--- src/scar_pkg.sv ---
// ----------------------------------------------------------------------------
// scar_pkg: shared types, constants and helpers of the stereo reverb
// Sample and coefficient formats, register indexes, comb base lengths and
// the command/status bundles between the sequencer and the datapath.
// ----------------------------------------------------------------------------
package scar_pkg;

  localparam int unsigned SAMPLE_W = 24;
  localparam int unsigned COEF_W   = 11;
  localparam int unsigned MS_W     = 7;
  localparam int unsigned IDX_W    = 3;
  localparam int unsigned ACC_W    = 48;
  localparam int unsigned V_W      = 28;
  localparam int unsigned MUL_B_W  = 12;

  localparam int unsigned SAMPLE_RATE  = 44100;
  localparam int unsigned MAX_PREDELAY = 8192;
  localparam int unsigned COMB_DEPTH   = 2048;

  // ms * rate stays below 2^24 over the whole rate range
  localparam int unsigned PD_PROD_W = 24;
  // floor(x / 1000) = (x * RECIP_M) >> RECIP_SH, exact for x < 2^24
  localparam logic [24:0] RECIP_M  = 25'd17179870;
  localparam int unsigned RECIP_SH = 34;
  localparam int unsigned PD_QUO_W = 15;

  localparam int unsigned AP_AW = 10;
  localparam logic [AP_AW-1:0] AP_LEN0 = 10'd225;
  localparam logic [AP_AW-1:0] AP_LEN1 = 10'd556;
  localparam logic [AP_AW-1:0] AP_OFF1 = 10'd225;

  localparam logic [COEF_W-1:0] Q_ONE      = 11'd1024;
  localparam logic [9:0]        FB_BASE    = 10'd717;
  localparam logic [19:0]       WET_SCALE  = 20'd307;

  localparam logic [COEF_W-1:0] ROOM_RST  = 11'd717;
  localparam logic [COEF_W-1:0] DAMP_RST  = 11'd512;
  localparam logic [COEF_W-1:0] WET_RST   = 11'd307;
  localparam logic [MS_W-1:0]   MS_RST    = 7'd40;

  typedef enum logic [IDX_W-1:0] {
    REG_ROOM_SIZE   = 3'd0,
    REG_DAMPING     = 3'd1,
    REG_WET_LEVEL   = 3'd2,
    REG_PREDELAY_MS = 3'd3,
    REG_ENABLED     = 3'd4
  } cfg_reg_e;

  typedef enum logic [4:0] {
    OP_NONE, OP_CLEAR, OP_LOAD,
    OP_PD_MUL, OP_PD_DIV, OP_PD_WR, OP_PD_RD, OP_PD_TAKE,
    OP_CB_LEN, OP_CB_RD, OP_CB_LP1, OP_CB_LP2, OP_CB_FS, OP_CB_FB, OP_CB_WR,
    OP_AP_RD, OP_AP_WR,
    OP_MIX1, OP_MIX2, OP_MIX3,
    OP_EMIT
  } dp_op_e;

  typedef struct packed {
    dp_op_e     op;
    logic       ch;
    logic [1:0] idx;
  } dp_cmd_t;

  typedef struct packed {
    logic enabled;
    logic clr_last;
    logic out_busy;
  } dp_sts_t;

  function automatic logic [COEF_W-1:0] comb_base(input logic ch, input logic [1:0] c);
    logic [COEF_W-1:0] b;
    case ({ch, c})
      3'd0:    b = 11'd1116;
      3'd1:    b = 11'd1188;
      3'd2:    b = 11'd1277;
      3'd3:    b = 11'd1356;
      3'd4:    b = 11'd1139;
      3'd5:    b = 11'd1211;
      3'd6:    b = 11'd1300;
      default: b = 11'd1387;
    endcase
    return b;
  endfunction

  function automatic logic signed [SAMPLE_W-1:0] sat(input logic signed [ACC_W-1:0] v);
    logic signed [SAMPLE_W-1:0] r;
    if (v > $signed(ACC_W'(8388607))) begin
      r = 24'sh7FFFFF;
    end else if (v < -$signed(ACC_W'(8388608))) begin
      r = 24'sh800000;
    end else begin
      r = v[SAMPLE_W-1:0];
    end
    return r;
  endfunction

endpackage

--- src/scar_ctrl.sv ---
// ----------------------------------------------------------------------------
// scar_ctrl: reverb sequencer
// One-hot state machine that clears the memories after reset, then steps the
// datapath through predelay once per frame and comb, allpass and mix per channel.
// ----------------------------------------------------------------------------
module scar_ctrl (
  input  logic              clk_i,
  input  logic              rst_ni,
  input  logic              in_valid_i,
  output logic              in_stall_o,
  input  scar_pkg::dp_sts_t sts_i,
  output scar_pkg::dp_cmd_t cmd_o
);

  typedef enum logic [19:0] {
    S_CLEAR   = 20'h00001,
    S_IDLE    = 20'h00002,
    S_PD_MUL  = 20'h00004,
    S_PD_DIV  = 20'h00008,
    S_PD_WR   = 20'h00010,
    S_PD_RD   = 20'h00020,
    S_PD_TAKE = 20'h00040,
    S_CB_LEN  = 20'h00080,
    S_CB_RD   = 20'h00100,
    S_CB_LP1  = 20'h00200,
    S_CB_LP2  = 20'h00400,
    S_CB_FS   = 20'h00800,
    S_CB_FB   = 20'h01000,
    S_CB_WR   = 20'h02000,
    S_AP_RD   = 20'h04000,
    S_AP_WR   = 20'h08000,
    S_MIX1    = 20'h10000,
    S_MIX2    = 20'h20000,
    S_MIX3    = 20'h40000,
    S_DONE    = 20'h80000
  } state_e;

  state_e     state_q, state_d;
  logic       ch_q, ch_d;
  logic [1:0] cnt_q, cnt_d;
  scar_pkg::dp_op_e op;

  always_comb begin
    state_d    = state_q;
    ch_d       = ch_q;
    cnt_d      = cnt_q;
    op         = scar_pkg::OP_NONE;
    in_stall_o = 1'b1;
    case (state_q)
      S_CLEAR: begin
        op = scar_pkg::OP_CLEAR;
        if (sts_i.clr_last) state_d = S_IDLE;
      end
      S_IDLE: begin
        in_stall_o = 1'b0;
        if (in_valid_i) begin
          op      = scar_pkg::OP_LOAD;
          state_d = sts_i.enabled ? S_PD_MUL : S_DONE;
        end
      end
      S_PD_MUL: begin
        op = scar_pkg::OP_PD_MUL; state_d = S_PD_DIV;
      end
      S_PD_DIV: begin
        op = scar_pkg::OP_PD_DIV; state_d = S_PD_WR;
      end
      S_PD_WR: begin
        op = scar_pkg::OP_PD_WR; state_d = S_PD_RD;
      end
      S_PD_RD: begin
        op = scar_pkg::OP_PD_RD; state_d = S_PD_TAKE;
      end
      S_PD_TAKE: begin
        op = scar_pkg::OP_PD_TAKE; state_d = S_CB_LEN;
      end
      S_CB_LEN: begin
        op = scar_pkg::OP_CB_LEN; state_d = S_CB_RD;
      end
      S_CB_RD: begin
        op = scar_pkg::OP_CB_RD; state_d = S_CB_LP1;
      end
      S_CB_LP1: begin
        op = scar_pkg::OP_CB_LP1; state_d = S_CB_LP2;
      end
      S_CB_LP2: begin
        op = scar_pkg::OP_CB_LP2; state_d = S_CB_FS;
      end
      S_CB_FS: begin
        op = scar_pkg::OP_CB_FS; state_d = S_CB_FB;
      end
      S_CB_FB: begin
        op = scar_pkg::OP_CB_FB; state_d = S_CB_WR;
      end
      S_CB_WR: begin
        op = scar_pkg::OP_CB_WR;
        if (cnt_q == 2'd3) begin
          cnt_d   = 2'd0;
          state_d = S_AP_RD;
        end else begin
          cnt_d   = cnt_q + 2'd1;
          state_d = S_CB_LEN;
        end
      end
      S_AP_RD: begin
        op = scar_pkg::OP_AP_RD; state_d = S_AP_WR;
      end
      S_AP_WR: begin
        op = scar_pkg::OP_AP_WR;
        if (cnt_q[0]) begin
          cnt_d   = 2'd0;
          state_d = S_MIX1;
        end else begin
          cnt_d   = 2'd1;
          state_d = S_AP_RD;
        end
      end
      S_MIX1: begin
        op = scar_pkg::OP_MIX1; state_d = S_MIX2;
      end
      S_MIX2: begin
        op = scar_pkg::OP_MIX2; state_d = S_MIX3;
      end
      S_MIX3: begin
        op = scar_pkg::OP_MIX3;
        if (ch_q) begin
          ch_d    = 1'b0;
          state_d = S_DONE;
        end else begin
          ch_d    = 1'b1;
          state_d = S_CB_LEN;
        end
      end
      S_DONE: begin
        if (!sts_i.out_busy) begin
          op      = scar_pkg::OP_EMIT;
          state_d = S_IDLE;
        end
      end
      default: state_d = S_CLEAR;
    endcase
  end

  assign cmd_o = '{op: op, ch: ch_q, idx: cnt_q};

  always_ff @(posedge clk_i or negedge rst_ni) begin
    if (!rst_ni) begin
      state_q <= S_CLEAR;
      ch_q    <= 1'b0;
      cnt_q   <= 2'd0;
    end else begin
      state_q <= state_d;
      ch_q    <= ch_d;
      cnt_q   <= cnt_d;
    end
  end

endmodule

--- config.mk ---
export PLATFORM = sky130hd
export DESIGN_NAME = scar_ctrl
export DESIGN_NICKNAME = d
export VERILOG_FILES = /design/src/scar_pkg.sv /design/src/scar_ctrl.sv
export SDC_FILE = /design/constraint.sdc
export NUM_CORES = 1
export LEC_CHECK = 0
export BUFFER_PORTS_ARGS = -buffer_cell sky130_fd_sc_hd__clkbuf_2
export CAP_MARGIN = 20
export CORE_MARGIN = 2
export CORE_UTILIZATION = 45
export DETAILED_ROUTE_END_ITERATION = 8
export SYNTH_ARGS = -nofsm -noshare
export SYNTH_HDL_FRONTEND = slang
export SYNTH_SLANG_ARGS = --single-unit
export TNS_END_PERCENT = 1
--- constraint.sdc ---
create_clock -name clk_i -period 2.8 [get_ports clk_i]
set_input_delay 0.56 -clock clk_i [delete_from_list [all_inputs] [get_ports clk_i]]
set_output_delay 0.56 -clock clk_i [all_outputs]
set_load 0.005 [all_outputs]
# --- Word level (Yosys, flattened, before mapping) ---
# Cells that the tools add are included.
classes:
  order_cmp: 0
  div_mod_pow: 0
  add_sub_neg: 1
  n_mux: 16
  shift: 0
  bitwise_logic: 0
  n_mul: 0
  n_reduce_logical: 2
  eq_ne: 24
ops:
  columns: ["operator", "count"]
  rows:
  - ["$pmux W20 S20", 1]
  - ["$mux W20", 5]
  - ["$pmux W5 S20", 1]
  - ["$eq A20 B1 Y1 const B", 1]
  - ["$eq A20 B10 Y1 const B", 1]
  - ["$eq A20 B11 Y1 const B", 1]
  - ["$eq A20 B12 Y1 const B", 1]
  - ["$eq A20 B13 Y1 const B", 1]
  - ["$eq A20 B14 Y1 const B", 1]
  - ["$eq A20 B15 Y1 const B", 1]
  - ["$eq A20 B16 Y1 const B", 1]
  - ["$eq A20 B17 Y1 const B", 1]
  - ["$eq A20 B18 Y1 const B", 1]
  - ["$eq A20 B19 Y1 const B", 1]
  - ["$eq A20 B2 Y1 const B", 1]
  - ["$eq A20 B20 Y1 const B", 1]
  - ["$eq A20 B3 Y1 const B", 1]
  - ["$eq A20 B4 Y1 const B", 1]
  - ["$eq A20 B5 Y1 const B", 1]
  - ["$eq A20 B6 Y1 const B", 1]
  - ["$eq A20 B7 Y1 const B", 1]
  - ["$eq A20 B8 Y1 const B", 1]
  - ["$eq A20 B9 Y1 const B", 1]
  - ["$mux W17", 1]
  - ["10 further kinds", 15]
totals:
  n_memories: 0
  latch_bits: 0
  output_inout_bits: 9
  rom_bits: 0
  elab_cells: 46
  ff_bits: 23
  mem_bits_rw: 0

# --- Longest topological paths before layout ---
# Gate-level depths: netlist (run 1).
depth:
  ltp_word: 3
  ltp_mapped: 5
  mapped_depth_nobuf: 5

# --- Least setup slack after synthesis (run 1) ---
# Ideal clock, no wire load.
synth_timing:
  kind: "register to output"
  from: "register state_q[16]"
  to: "output port cmd_o[5] (netlist name)"
  n_path_buf: 0
  path_stages_with_launch: 6
  slack_ns: 0.297
  arrival_time_ns: 1.943
  required_ns: 2.240
  path_cell_list: "dfrtp_1 > or4_4 > nor4_2 > nand4b_2 > nand4_1 > or4_1"
synth_lines:
  columns: ["item", "line_no", "rtl"]
  rows:
  - ["start, declared", "scar_ctrl.sv:38", "state_e state_q, state_d;"]
  - ["start signal, assigned", "scar_ctrl.sv:151", "state_q <= state_d;"]
  - ["end, declared", "scar_ctrl.sv:12", "output scar_pkg::dp_cmd_t cmd_o"]

==> results.py, run 1 <==
metrics = {
    "worst_setup_path": {
        "worst_path_most_repeated_cell": "or4_4",
        "path_cells": "or4_4, or4_4, nor2b_1, nor2_1, or4b_1, clkbuf_2",
        "path_class": "reg2out",
        "cp-endpoint": "cmd_o[4]",
        "worstPathRequired_ns": 2.24,
        "critPathMaxStageDelay_ns": 0.59,
        "critPathSlowestCell": "or4_4",
        "cp_max_fo": 6,
        "ff2ff_path_depth": 6,
        "crit_start": "state_q[4]",
        "crit_arrival_ns": 2.41,
        "reg2reg_slack_ns": 0.43,
        "reg2reg_to": "state_q[2]",
        "crit_path_end_kind": "output port",
        "r2r_start": "state_q[4]",
        "start_kind": "register",
    },
    "floorplanning": {
        "initial_core_util_pct": 48.2,
        "die_x_um": 58.8,
        "core_area_mm2": 0.00281,
        "die-area_mm2": 0.00346,
        "io_pins": 15,
        "die_h_um": 58.8,
        "rows": 19,
    },
    "cells_and_area": {
        "area_growth_pct": 27.8,
        "drive_gt1_share_pct": 40.4,
        "fin_util_pct": 61.6,
        "final_area_mm2": 0.00173,
        "nNetsFinal": 174,
        "num_antenna_cells": 0,
    },
    "min_path": {
        "hold_path.class": "in2async",
    },
    "pwr": {
        "cellLeakagePower_nw": 0.881,
        "ir_worst_vdd_mv": 0.345,
        "cellPowerDensity_mw_per_mm2": 573,
        "power_mw": 0.990,
    },
    "status": {
        "status": "complete, but fails checks",
        "violations": "negative setup slack",
    },
    "sta": {
        "worstMarginPinSlew_ns": 0.786,
        "fin_skew_ns": 0.00688,
        "slew-limit-headroom_pct": 47.1,
        "timing.final.crit_share_pct": 106,
        "totalNegativeSetupSlack_ns": -0.610,
        "rsz0062_at_grt": "yes",
        "fin_ws_ns": -0.171,
        "period_minus_slack_ns": 2.97,
        "clock.fmax_ghz": 0.337,
        "setup_viol": 5,
        "finalHoldViolCount": 0,
        "report.final.slew_viol_count": 0,
    },
    "routing": {
        "wire_per_inst_um": 17.6,
        "route.detailed.drc": 0,
        "drtIter0Drc": 83,
        "routed_via_density": 6.18,
        "wl_um": 3470,
        "drt.antenna.violating_nets": 0,
        "first_pass_iters": 4,
        "num_vias": 1217,
    },
    "yosys": {
        "syn-mean-instance-area_um2": 10.6,
        "yosysSeqAreaShare_pct": 42.6,
        "yosysWarnings": 0,
        "synth_cells": 128,
        "syn-cell-area_mm2": 0.00135,
        "synth.distinct_cells": 46,
        "ys_ff_latch": 23,
        "synth_nets": 135,
    },
    "placed_design": {
        "place_area_mm2": 0.00154,
        "gp_congestion": 0.846,
        "portBuffers": 14,
        "hpwl_um": 2430,
    },
    "grt": {
        "grt_start_max_net_pins": 24,
        "track_usage_pct": 22.2,
        "antenna_found_initial": 0,
        "first_global_vias": 1166,
        "grt_pass1_wl_um": 5620,
        "overflow": 0,
    },
    "clock_network": {
        "cts_inserted_buffers": 3,
        "clock-root-buffer": "clkbuf_4",
        "insertion_delay_ns": 0.33,
        "cts_tree": "built",
        "cts_buffer_depth": 2,
        "clk_pin_slew_ns": 0.14,
        "htreeDepth": 1,
        "clock-sinks": 23,
    },
    "run": {
        "drv_cap": 0,
    },
}
[metal layers]
layer  track usage (%)  up-vias  part of all wire, %
met1              28.1      581                   44
met4              7.14        0                  2.0
met5                 0        -                    0
met3              5.71        8                  6.2
li1                  -      578                    -
met2              37.0       50                   48
[cells in the final DEF (no fill, tap or decap), drive strengths merged, types with 2 or more instances in the layout]
cell     n
nor4     7
nand3b   2
o22ai    2
dfrtp   22
xnor2    2
nor2b    2
and2     2
xor2     2
and4b    3
nand3    4
nand4b   6
or2      4
buf     21
clkbuf  17
nand4    4
o21ai    3
inv     10
nor4b    8
nand2    7
nor3     2
nor2     9
or4      9
[cell families after synthesis]
family                     after synthesis  share of synthesized area (%)
and+or+nand+nor                         72                           40.3
DFF                                     23                           42.6
AOI/OAI and AO/OA                       17                           10.2
buffers and inverters                   11                           3.33
xor gates and xnor gates                 4                           2.59
adders and majority gates                1                          0.925
[flip-flops by register name, indices dropped and copies added (netlist names)]
signal	flops
state_q	20
ch_q	1
cnt_q	2
[synthesized netlist by cell type (all sizes together)]
cell type  instances  area, um^2
o41ai              1        8.76
dfstp              1        26.3
nor4               7        71.3
nand3              4        20.0
nand4b             6        73.8
nor2               9        33.8
or4                9        82.6
a22o               1        8.76
o221a              1        11.3
ha                 1        12.5
dfrtp             22         551
and3               1        6.26
nor2b              2        12.5
inv               10        37.5
nand2              7        26.3
o22ai              2        12.5
a211oi             1        7.51
nand3b             2        15.0
nand4              4        25.0
o21ai              3        18.8
o21a               1        7.51
o221ai             1        8.76
buf                1        7.51
or4b               1        10.0
a22oi              1        7.51
a2bb2o             1        10.0
and4b              3        30.0
xnor2              2        17.5
or3                1        6.26
o211ai             1        7.51
a21bo              1        10.0
nor3               2        10.0
or2                4        27.5
and2               2        12.5
o211a              1        10.0
xor2               2        17.5
o2bb2ai            1        8.76
nor4b              8        82.6
[worst max-delay path: cells and delay by family, from the launching register on]
| kind | cells | cell delay, ns |
|---|---|---|
| buffers and inverters | 1 | 0.11 |
| flip-flops | 1 | 0.42 |
| AND/OR/NAND/NOR | 5 | 1.55 |
[where the power goes]
group          total (mW)  internal (mW)  leakage (nW)  switching, mW
clock               0.167         0.0548        0.0139          0.112
combinational       0.432          0.217         0.556          0.216
sequential          0.390          0.360         0.311         0.0307
total               0.990          0.631         0.881          0.358
[timing repair]
action	4_1_cts	5_1_grt
setup endpoints to repair	5	6
pin swaps	11	2
buffers inserted	10	0
resized for setup	16	0
hold buffers	0	0
[worst min path at each step]
stage / startpoint / to / slack, ns / depth (start not counted)
detailed placement: cnt_q[1] / cnt_q[1] / 0.52 / 2
global route: rst_ni / state_q[13] / 0.22 / 1
finish: rst_ni / state_q[8] / 0.20 / 1
floorplan: rst_ni / ch_q / 0.26 / 0
global placement: cnt_q[1] / cnt_q[1] / 0.52 / 2
CTS: rst_ni / state_q[9] / 0.22 / 1
[area by class of cell]
class	count	area, um^2
clock buffer	3	22.5
clock inverter	1	7.51
fill	236	1080
inverter	10	37.5
multi-input combinational	94	801
sequential	23	581
tap	31	38.8
timing repair buffer	35	240
[per-stage QoR]
| step | std cells | hold slack (ns) | setup WS, ns |
|---|---|---|---|
| after floorplan | 128 | 0.264 | 0.297 |
| after global placement | 183 | 0.522 | 0.166 |
| after detailed placement | 183 | 0.525 | 0.131 |
| after CTS | 197 | 0.216 | -0.173 |
| after global routing | 197 | 0.218 | -0.292 |
| final | 197 | 0.198 | -0.171 |
Power figures use the tool's default switching activity.
==> inputs of run 2 (changes only) <==
--- a/config.mk
+++ b/config.mk
@@ -5,11 +5,12 @@
 export SDC_FILE = /design/constraint.sdc
 export NUM_CORES = 1
 export LEC_CHECK = 0
-export BUFFER_PORTS_ARGS = -buffer_cell sky130_fd_sc_hd__clkbuf_2
+export BUFFER_PORTS_ARGS = -buffer_cell sky130_fd_sc_hd__buf_2
 export CAP_MARGIN = 20
 export CORE_MARGIN = 2
 export CORE_UTILIZATION = 45
 export DETAILED_ROUTE_END_ITERATION = 8
+export SLEW_MARGIN = 40
 export SYNTH_ARGS = -nofsm -noshare
 export SYNTH_HDL_FRONTEND = slang
 export SYNTH_SLANG_ARGS = --single-unit
==> run 2 against run 1 <==
Against the previous run: the run still ends with negative setup slack left; highest routed layer unchanged; hold slack got worse by 0.0022 ns; count of clock-buffer cells in the layout up 1; largest power group unchanged; worst setup slack better by 0.0042 ns; critical path depth is 1 lower; via count fell by 2.0%; clock skew decreased by 0.0037 ns; core utilization down 0.089 points; combinational power down 6.3%.
==> results.py, run 2 (synthesis results as in run 1) <==
metrics = {
    "placed_design": {
        "portBuffers": 14,
        "gp_congestion": 0.891,
        "place_area_mm2": 0.00152,
        "hpwl_um": 2490,
    },
    "sta": {
        "report.final.slew_viol_count": 0,
        "clock.fmax_ghz": 0.337,
        "whs_ns": 0.195,
        "rsz0062_at_grt": "yes",
        "fin_skew_ns": 0.00322,
        "slew-limit-headroom_pct": 50.2,
        "fin_ws_ns": -0.167,
        "setup_viol": 5,
        "period_minus_slack_ns": 2.97,
        "totalNegativeSetupSlack_ns": -0.651,
        "finalHoldViolCount": 0,
        "timing.final.crit_share_pct": 106,
        "worstMarginPinSlew_ns": 0.740,
    },
    "routing": {
        "wl_um": 3460,
        "drtIter0Drc": 54,
        "wire_per_inst_um": 17.5,
        "first_pass_iters": 4,
        "num_vias": 1193,
        "routed_via_density": 6.03,
        "route.detailed.drc": 0,
        "drt.antenna.violating_nets": 0,
    },
    "pwr": {
        "cellLeakagePower_nw": 0.906,
        "ir_worst_vdd_mv": 0.359,
        "pwr-share-seq_pct": 41.0,
        "swShare_pct": 35.3,
        "p_sw_mw": 0.336,
        "combPwrFrac_pct": 42.5,
        "power_mw": 0.955,
        "power.internal_mw": 0.618,
        "clkPwrFrac_pct": 16.6,
        "cellPowerDensity_mw_per_mm2": 553,
    },
    "clock_network": {
        "cts_tree": "built",
        "cts_hold_buf": 0,
        "clk_pin_slew_ns": 0.13,
        "cts_inserted_buffers": 3,
        "htreeDepth": 1,
        "cts_buffer_depth": 2,
        "clock-sinks": 23,
        "clock-root-buffer": "clkbuf_4",
        "insertion_delay_ns": 0.31,
    },
    "cells_and_area": {
        "n_fill_cell": 225,
        "nNetsFinal": 175,
        "reg.largest.list": "state_q x20, cnt_q x2, ch_q x1",
        "num_antenna_cells": 0,
        "final_area_mm2": 0.00173,
        "largest_register_ffs": 20,
        "final_cell_mix": "21 x buf_4, 19 x dfrtp_1, 13 x buf_2, 10 x inv_1, 9 x nor2_1",
        "max_flop_register": "state_q",
        "drive_gt1_share_pct": 38.9,
        "area_growth_pct": 27.6,
        "final_common_cell": "buf_4",
    },
    "worst_setup_path": {
        "crit_arrival_ns": 2.41,
        "worst_path_most_repeated_cell": "or4_4",
        "critPathTopFamily": "simple AND/OR/NAND/NOR gates",
        "critPathSlowestCell": "or4_4",
        "critPathMaxStageDelay_ns": 0.56,
        "cp_max_fo": 5,
        "crit_buf_inv": 1,
        "start_kind": "register",
        "crit_path_end_kind": "output port",
        "path_class": "reg2out",
        "worstPathRequired_ns": 2.24,
        "path_cells": "or4_4, or4_4, a2bb2o_1, or2_2, buf_2",
    },
    "floorplanning": {
        "core_area_mm2": 0.00281,
        "die-area_mm2": 0.00346,
        "initial_core_util_pct": 48.2,
        "io_pins": 15,
        "die_x_um": 58.8,
        "die_h_um": 58.8,
        "rows": 19,
    },
    "run": {
        "drv_cap": 0,
    },
    "status": {
        "violations": "negative setup slack",
        "status": "complete, but fails checks",
    },
    "grt": {
        "grt_pass1_wl_um": 5610,
        "track_usage_pct": 21.8,
        "grt_start_max_net_pins": 24,
        "antenna_found_initial": 0,
        "overflow": 0,
        "first_global_vias": 1179,
    },
    "min_path": {
        "hold_path.class": "in2async",
    },
}
## run 2: path summary, 6_finish.rpt
check,from,endpoint,slack (ns),cells after the start
setup / recovery,state_q[19],cmd_o[7],-0.17,5
setup reg to reg,state_q[11],state_q[2],0.42,7
min in group clk_i,sts_i[1],state_q[0],0.48,3
hold / removal,rst_ni,state_q[17],0.20,1
max in group asynchronous,rst_ni,state_q[19],2.23,1
hold reg to reg,ch_q,ch_q,0.54,1
## run 2: repair_timing
action,in CTS,in global routing
pin swaps,5,7
endpoints found under the setup margin,6,6
setup buffers,9,4
gates resized for setup,8,8
## run 2: metal layers
metal / GRT usage (%) / share of wire [%] / wire (um) / up-vias
met5: 0 / 0 / 0 / -
met4: 8.77 / 1.7 / 60 / 0
met3: 3.08 / 2.9 / 100 / 6
met2: 35.9 / 48 / 1650 / 20
met1: 28.9 / 48 / 1650 / 587
li1: - / - / - / 580
## run 2: metrics by stage
stage / worst slack, ns / utilization [%] / instances
after floorplan: 0.297 / - / 128
after global placement: 0.121 / 54.2 / 181
after detailed placement: 0.128 / 54.2 / 181
after CTS: -0.193 / 58.8 / 194
after global routing: -0.267 / 61.5 / 198
final: -0.167 / 61.5 / 198
## run 2: final cells by class
cell class                      count  area [um^2]  share of cell area [%]
Timing Repair Buffer               36          245                    14.2
Sequential cell                    23          581                    33.6
Multi-Input combinational cell     94          797                    46.2
Tap cell                           31         38.8                    2.25
Clock buffer                        4         26.3                    1.52
Inverter                           10         37.5                    2.18
## run 2: power groups by stage
stage / logic (mW) / clock network (mW) / registers [mW]
CTS: 0.357 / 0.164 / 0.388
global placement: 0.335 / 0 / 0.393
global route: 0.439 / 0.176 / 0.396
detailed placement: 0.331 / 0 / 0.395
finish: 0.405 / 0.158 / 0.391
floorplan: 0.209 / 0 / 0.386
